===== src/design/bll_pkg.sv =====
// bll_pkg: shared types and constants of the binary-lifting ancestor block
// holds query codes, datapath commands and the status bundle
// no dependencies
package bll_pkg;

    // fixed field widths of the item ports
    localparam int FUNC_W  = 2;
    localparam int NODE_W  = 10;
    localparam int STEP_W  = 10;
    localparam int DEPTH_W = 10;
    localparam int LEN_W   = 11;

    // depth of an attached node saturates here
    localparam logic [DEPTH_W-1:0] DEPTH_MAX = 10'd1023;

    // query codes carried by the func field
    typedef enum logic [FUNC_W-1:0] {
        FN_ATTACH = 2'd0,
        FN_LCA    = 2'd1,
        FN_KTH    = 2'd2,
        FN_DIST   = 2'd3
    } t_func;

    // datapath commands, one per cycle
    typedef enum logic [4:0] {
        OP_NONE,
        OP_CLEAR,
        OP_LOAD,
        OP_RED,
        OP_DEP,
        OP_DEP_TAKE,
        OP_ATT_FIRST,
        OP_ATT_RD,
        OP_ATT_WR,
        OP_CL_RD,
        OP_CL_TAKE,
        OP_CMP,
        OP_TOP_RD,
        OP_TOP_TAKE,
        OP_DESC_RD,
        OP_DESC_TAKE,
        OP_PAR_RD,
        OP_PAR_TAKE,
        OP_LD_RD,
        OP_LD_TAKE,
        OP_OUT
    } t_op;

    // datapath status seen by the controller
    typedef struct packed {
        logic  clr_last;
        logic  red_last;
        logic  short_k;
        logic  att_last;
        logic  k_zero;
        logic  a_eq_b;
        logic  rounds_full;
        logic  q_diff;
        logic  lvl_zero;
        logic  out_free;
        t_func func;
    } t_stat;

endpackage


===== src/design/bll_ctrl.sv =====
// bll_ctrl: sequencer of the binary-lifting ancestor block
// steps the datapath through clear, reduce, attach, climb and search phases
// depends on bll_pkg
module bll_ctrl (
    input  logic           i_clk,
    input  logic           i_rst_n,
    input  logic           i_valid,
    output logic           o_stall,
    input  bll_pkg::t_stat i_stat,
    output bll_pkg::t_op   o_op
);
    import bll_pkg::*;

    typedef enum logic [4:0] {
        S_CLEAR,
        S_IDLE,
        S_RED,
        S_DEP,
        S_DEP_TAKE,
        S_ATT_RD,
        S_ATT_WR,
        S_CL,
        S_CL_TAKE,
        S_TOP,
        S_TOP_TAKE,
        S_DESC,
        S_DESC_TAKE,
        S_PAR,
        S_PAR_TAKE,
        S_LD,
        S_LD_TAKE,
        S_FIN
    } t_state;

    t_state r_state, n_state;

    // next state and command
    always_comb begin
        n_state = r_state;
        o_op    = OP_NONE;
        unique case (r_state)
            S_CLEAR: begin
                o_op = OP_CLEAR;
                if (i_stat.clr_last) n_state = S_IDLE;
            end
            S_IDLE: begin
                if (i_valid) begin
                    o_op    = OP_LOAD;
                    n_state = S_RED;
                end
            end
            S_RED: begin
                o_op = OP_RED;
                if (i_stat.red_last) n_state = S_DEP;
            end
            S_DEP: begin
                o_op    = OP_DEP;
                n_state = S_DEP_TAKE;
            end
            S_DEP_TAKE: begin
                if (i_stat.func == FN_ATTACH) begin
                    o_op    = OP_ATT_FIRST;
                    n_state = S_ATT_RD;
                end else begin
                    o_op = OP_DEP_TAKE;
                    if (i_stat.func == FN_KTH && i_stat.short_k) n_state = S_FIN;
                    else                                       n_state = S_CL;
                end
            end
            S_ATT_RD: begin
                o_op    = OP_ATT_RD;
                n_state = S_ATT_WR;
            end
            S_ATT_WR: begin
                o_op    = OP_ATT_WR;
                n_state = i_stat.att_last ? S_FIN : S_ATT_RD;
            end
            // climb until the remaining step count is zero
            S_CL: begin
                if (i_stat.k_zero) begin
                    o_op = OP_CMP;
                    priority if (i_stat.func == FN_KTH)    n_state = S_FIN;
                    else if (!i_stat.a_eq_b)               n_state = S_TOP;
                    else if (i_stat.func == FN_LCA)        n_state = S_FIN;
                    else                                   n_state = S_LD;
                end else begin
                    o_op    = OP_CL_RD;
                    n_state = S_CL_TAKE;
                end
            end
            S_CL_TAKE: begin
                o_op    = OP_CL_TAKE;
                n_state = S_CL;
            end
            // repeat the top jump while both tops differ and fewer than NODES rounds were made
            S_TOP: begin
                if (i_stat.rounds_full) begin
                    n_state = S_DESC;
                end else begin
                    o_op    = OP_TOP_RD;
                    n_state = S_TOP_TAKE;
                end
            end
            S_TOP_TAKE: begin
                o_op    = OP_TOP_TAKE;
                n_state = i_stat.q_diff ? S_TOP : S_DESC;
            end
            // descend one level per pass
            S_DESC: begin
                o_op    = OP_DESC_RD;
                n_state = S_DESC_TAKE;
            end
            S_DESC_TAKE: begin
                o_op    = OP_DESC_TAKE;
                n_state = i_stat.lvl_zero ? S_PAR : S_DESC;
            end
            S_PAR: begin
                o_op    = OP_PAR_RD;
                n_state = S_PAR_TAKE;
            end
            S_PAR_TAKE: begin
                o_op    = OP_PAR_TAKE;
                n_state = (i_stat.func == FN_LCA) ? S_FIN : S_LD;
            end
            S_LD: begin
                o_op    = OP_LD_RD;
                n_state = S_LD_TAKE;
            end
            S_LD_TAKE: begin
                o_op    = OP_LD_TAKE;
                n_state = S_FIN;
            end
            // hand the result over once the output register is free
            S_FIN: begin
                if (i_stat.out_free) begin
                    o_op    = OP_OUT;
                    n_state = S_IDLE;
                end
            end
            default: n_state = S_IDLE;
        endcase
    end

    // state register
    always_ff @(posedge i_clk) begin
        if (!i_rst_n) begin
            r_state <= S_CLEAR;
        end else begin
            r_state <= n_state;
        end
    end

    assign o_stall = (r_state != S_IDLE);

endmodule


===== config.mk =====
export PLATFORM = sky130hd
export DESIGN_NAME = bll_ctrl
export DESIGN_NICKNAME = d
export VERILOG_FILES = /design/src/design/bll_pkg.sv /design/src/design/bll_ctrl.sv
export SDC_FILE = /design/constraint.sdc
export NUM_CORES = 1
export LEC_CHECK = 0
export BUFFER_PORTS_ARGS = -buffer_cell sky130_fd_sc_hd__buf_2
export CORE_UTILIZATION = 30
export DETAILED_ROUTE_END_ITERATION = 16
export HOLD_SLACK_MARGIN = 0.15
export PLACE_DENSITY = 0.62
export SYNTH_ARGS = -nofsm -noshare
export SYNTH_HDL_FRONTEND = slang
export SYNTH_SLANG_ARGS = --single-unit

===== constraint.sdc =====
create_clock -name i_clk -period 1.8 [get_ports i_clk]
set_clock_uncertainty 0.1 [all_clocks]
set_input_delay 0.09 -clock i_clk [delete_from_list [all_inputs] [get_ports i_clk]]
set_output_delay 0.09 -clock i_clk [all_outputs]
set_load 0.02 [all_outputs]

==> impl_metrics.ini, run 1 <==
[global_routing]
grt-ovfl-total = 0
grt_pass1_wl_microns = 4381
grt_max_degree = 24
antenna_found_initial = 0
first_global_vias = 944
track_usage_pct = 21.66

[place]
finalWeightedCongestion = 0.9105
placed_area_sq_um = 974.7
post-dp-hpwl_microns = 2013
port_buffers = 20
post-place-ws_ps = 81.81

[clocking]
cts_inserted_buffers = 3
cts.sinks = 5
clkLatencyLatePin_ps = 250
cts_buffer_depth = 2
clockRootBuffer = clkbuf_4
cts_tree = built
clk_pin_slew_worst_paths_ps = 60
htreeDepth = 1

[pwr]
power.switching_uw = 220.8
p_seq_share_pct = 22.1
p_per_area_nw_per_um2 = 469.4
power_frac_comb_pct = 51.4
power_uw = 561.5
clock_power_share_pct = 26.5
power.leakage_uw = 0.0005292
switching_share_pct = 39.33
p_int_uw = 340.7
vdd_drop_max_uv = 248.4

[finish]
fin_area_sq_um = 1196
largest-register = r_state
layout.nets = 172
reg_top3 = r_state: 5 flops
drive_gt1_share_pct = 39.10
num_antenna_cells = 0
largest_reg_flops = 5
area_growth_syn_to_layout_pct = 56.47

[run]
max-cap-violations = 0

[sta]
fin_crit_sh_pct = 101.7
setup_viol = 3
slew_headroom_pct = 70.94
worstMarginPinSlew_ps = 435.0
hold_slack_ps = 175.4
fin_crit_ps = 1831
rsz0062_at_grt = true
finalHoldViolations = 0
fmax_mhz = 546.2
slew_viol_final = 0
finalWorstSetupSlack_ps = -30.87

[detailed_routing]
via_per_inst = 5.690
first_iter_violations = 45
wl_per_cell_microns = 16.03
vias = 1047
ant_nets = 0
wirelength_microns = 2949
drt_first_pass_iters = 5
drc = 0

[synthesis]
synth_seq_cells = 5
yosysTopAreaCell = dfxtp_1
avgSynthCellArea_sq_um = 6.318
synth.top_cell.area_share_pct = 13.09
synth_top_flop_cell = dfxtp_1
syn_nets = 136
synthTopCellsByArea = dfxtp_1 13%, a21oi_1 7.2%, nor2_1 6.9%, nor2b_1 6.5%, nand2_1 6.4%
ys_types = 41
synthCells = 121
synthArstFlopShare_pct = 0
synth_area_sq_um = 764.5
yosys_warnings = 0
ys_seq_area_share_pct = 13.09
synth_edf_count = 0

[setup_path]
startpoint_type = register
end_kind = register
critPathMaxFanout = 4
critical_path_arrival_ps = 1900
worstPathRequired_ps = 1870
critPathBufInv = 1
critical_path_depth = 6
cpPeakStageDelay_ps = 500
rr_worst_depth = 6
slowest_stage = or4_4
cpLargestDelayFamily = simple AND/OR/NAND/NOR gates
path_cells = and3b_2 > buf_6 > nand3_4 > or4_4 > o211a_1 > a21oi_1
worstSetupPathType = reg -> reg

[die]
start_util_pct = 33.28
fp.dieH_microns = 52.48
rows = 17
dieArea_sq_um = 2754
dieWidth_microns = 52.48
pin_count = 21
fp.coreArea_sq_um = 2297

[outcome]
failed_checks = setup timing
status = finished with violations

[hold_path]
min_path_cells = 3
worst_hold_path_type = in -> reg
## final cells by class
class / instances / area (sq um)
fill: 230 / 1101
multi-input combinational: 99 / 658.1
timing repair buffer: 42 / 341.6
sequential: 5 / 112.6
tap: 28 / 35.03
clock buffer: 4 / 26.28
inverter: 6 / 22.52
## power groups by stage
stage | clock [uW] | sequential (uW) | combinational, uW
after CTS | 141 | 127 | 235
final | 149 | 124 | 288
after detailed placement | 0 | 129 | 219
after floorplan | 0 | 122 | 138
after global placement | 0 | 128 | 215
after global routing | 159 | 124 | 310
## worst reg2reg max path, cell delays in order (launching register included)
cell	delay (ps)
dfxtp_4	360
and3b_2	300
buf_6	120
nand3_4	70
or4_4	500
o211a_1	150
a21oi_1	150
## cell families after synthesis
kind of cell | after synthesis | synth area share, %
XOR/XNOR | 1 | 1.146
AND/OR/NAND/NOR | 53 | 35.85
flip-flops | 5 | 13.09
AO/OA/AOI/OAI | 41 | 35.19
buffers and inverters | 17 | 9.493
multiplexers | 4 | 5.238
## path summary, 6_finish.rpt
check | from | endpoint | slack, ps
hold reg to reg | r_state[3]$_SDFFE_PN0P_ | r_state[3]$_SDFFE_PN0P_ | 660
setup reg to reg | r_state[3]$_SDFFE_PN0P_ | r_state[2]$_SDFFE_PN0P_ | -30
hold / removal | i_stat[2] | r_state[4]$_SDFFE_PN0P_ | 180
setup / recovery | r_state[3]$_SDFFE_PN0P_ | r_state[2]$_SDFFE_PN0P_ | -30
## cells in the final DEF (no fill, tap or decap), types with 4 or more instances in the layout
master and instances:
inv_1 6, nor2_1 14, nand2_1 13, o21ai_0 6, a21oi_1 11, buf_4 17, nor2b_1 7, mux2i_1 4
buf_2 17
## through the flow
stage          utilization, %  cells  setup TNS (ps)
2_1_floorplan               -    121               0
3_3_place_gp            42.43    173               0
3_5_place_dp            42.43    173               0
4_1_cts                 45.81    179               0
5_1_grt                 52.07    184          -222.1
6_report                52.07    184          -60.29
## repair_timing
item,4_1_cts,5_1_grt
hold buffers,1,0
resized for setup,12,23
hold endpoints to repair,4,0
pin swaps,3,5
setup endpoints to repair,4,6
setup buffers,2,4
cloned,0,1
## cells in the mapped netlist (3+ instances only)
cell	n
nor2b_1	8
clkbuf_1	7
mux2i_1	4
o21ai_0	8
a31oi_1	3
nor3_1	3
dfxtp_1	5
nor2_1	14
inv_1	6
nand2_1	13
a21oi_1	11
## per-layer routing
| metal | vias to the layer above | routed length, microns | GRT usage [%] |
|---|---|---|---|
| li1 | 514 | - | - |
| met2 | 51 | 1419 | 36.08 |
| met5 | - | 0 | 0 |
| met1 | 478 | 1280 | 28.69 |
| met4 | 0 | 45 | 6.140 |
| met3 | 4 | 203 | 2.899 |
Power figures use the tool's default switching activity.
==> inputs of run 2 (changes only) <==
--- a/config.mk
+++ b/config.mk
@@ -6,10 +6,12 @@
 export NUM_CORES = 1
 export LEC_CHECK = 0
 export BUFFER_PORTS_ARGS = -buffer_cell sky130_fd_sc_hd__buf_2
+export CELL_PAD_IN_SITES_DETAIL_PLACEMENT = 1
+export CELL_PAD_IN_SITES_GLOBAL_PLACEMENT = 1
 export CORE_UTILIZATION = 30
 export DETAILED_ROUTE_END_ITERATION = 16
 export HOLD_SLACK_MARGIN = 0.15
-export PLACE_DENSITY = 0.62
+export PLACE_DENSITY = 0.8
 export SYNTH_ARGS = -nofsm -noshare
 export SYNTH_HDL_FRONTEND = slang
 export SYNTH_SLANG_ARGS = --single-unit
==> impl_metrics.ini, run 2 (synthesis gave the netlist of run 1 again) <==
[finish]
drive_gt1_share_pct = 43.23
final_common_cell = buf_2
layout.nets = 171
num_antenna_cells = 0
final.fill_count = 300
final_cell_mix = 18 x buf_2, 16 x buf_4, 13 x nor2_1, 13 x nand2_1, 10 x a21oi_1
largest-register = r_state
final_cell_count_no_fill = 183
largest_reg_flops = 5
area_growth_syn_to_layout_pct = 55.16
final_util_pct = 51.63
reg_top3 = r_state: 5 flops

[setup_path]
cpMostUsedCell = a21oi_1
slowest_stage = dfxtp_4
critPathBufInv = 4
cpLargestDelayFamily = buffers and inverters
path_cells = buf_12 > buf_4 > nor2_2 > inv_1 > a21oi_1 > a21oi_1 > o32ai_1 > buf_2
startpoint_type = register
critical_path_arrival_ps = 1600
end_kind = primary output
r2r_slack_ps = 80
worstSetupPathType = reg -> out
critPathMaxFanout = 13
cpPeakStageDelay_ps = 360
worstPathRequired_ps = 1610

[sta]
slew_viol_final = 0
worstMarginPinSlew_ps = 375.1
fin_crit_ps = 1790
fin_crit_sh_pct = 99.45
fmax_mhz = 558.6
rsz0062_at_grt = true
setup_viol = 0
slew_headroom_pct = 75.00
finalHoldViolations = 0

[place]
port_buffers = 20
post-dp-hpwl_microns = 2293
placedCellCount = 173
finalWeightedCongestion = 0.9642

[die]
rows = 17
pin_count = 21
start_util_pct = 33.28
fp.coreArea_sq_um = 2297
dieWidth_microns = 52.48
dieArea_sq_um = 2754
fp.dieH_microns = 52.48

[global_routing]
track_usage_pct = 24.51
first_global_vias = 1102
antenna_found_initial = 0
grt_max_degree = 21
grt-ovfl-total = 0
grt_pass1_wl_microns = 4981

[clocking]
cts_inserted_buffers = 3
cts_tree = built
htreeDepth = 1
clk_pin_slew_worst_paths_ps = 50
cts_buffer_depth = 2
clockRootBuffer = clkbuf_4
cts.sinks = 5
clkLatencyLatePin_ps = 260

[detailed_routing]
vias = 1085
wl_per_cell_microns = 18.04
drc = 0
first_iter_violations = 16
drt_first_pass_iters = 4
wirelength_microns = 3301
via_per_inst = 5.929
ant_nets = 0

[pwr]
p_per_area_nw_per_um2 = 479.7
power.leakage_uw = 0.0005218
vdd_drop_max_uv = 297.0

[outcome]
status = finished clean

[run]
max-cap-violations = 0

[hold_path]
worst_hold_path_type = in -> reg
run 2: cell types whose count changed in the layout (fill, tap and decap cells not counted), sizes merged:
cell	before	now
clkbuf	5	4
run 2: path summary, 6_finish.rpt:
path                                   to  cells past startpoint                     from
setup / recovery                  o_op[0]                      8  r_state[0]$_SDFFE_PN0P_
hold / removal    r_state[4]$_SDFFE_PN0P_                      4                i_stat[9]
setup reg to reg  r_state[1]$_SDFFE_PN0P_                      5  r_state[3]$_SDFFE_PN0P_
hold reg to reg   r_state[4]$_SDFFE_PN0P_                      2  r_state[0]$_SDFFE_PN0P_
run 2: layout make-up:
class	count	area (sq um)	share of cell area, %
well taps	28	35.03	2.954
multi-input cells	99	679.4	57.28
repair buffers	41	309.0	26.05
flip-flops and latches	5	113.9	9.599
clock buffers	4	26.28	2.215
inverters	6	22.52	1.899
run 2: per-layer routing:
layer,global-route usage (%),up-vias,part of all wire [%]
met5,0,-,0
met4,9.211,0,1.3
met3,3.188,4,5.1
met2,43.88,34,51
met1,29.11,532,42
li1,-,515,-
run 2: repair_timing:
action                                  in CTS  in global routing
endpoints found under the setup margin       4                  6
pin swaps                                    3                  4
gates resized for setup                     14                 25
hold buffers                                 1                  0
hold endpoints to repair                     4                  0
setup buffers                                2                  4
run 2: tightest hold or removal path: cells and delay by family:
family / cells / cell delay, ps
buffers and inverters: 1 / 100
AND/OR/NAND/NOR: 1 / 60
AO/OA/AOI/OAI: 2 / 250
run 2: power breakdown:
group          total, uW  internal [uW]  switching [uW]
clock network        146           84.8            61.0
logic                298            145             153
registers            126            115            10.1
run 2: per-stage QoR:
stage	setup TNS (ps)	total power, uW	hold slack [ps]	area [sq um]	worst slack, ps
2_1_floorplan	0	260.5	117.9	764.5	88.52
3_3_place_gp	0	342.3	255.3	974.7	72.38
3_5_place_dp	0	352.4	280.8	974.7	64.60
4_1_cts	0	514.0	157.9	1065	1.896
5_1_grt	-45.87	601.5	198.8	1186	-33.26
6_report	0	569.0	178.5	1186	9.839
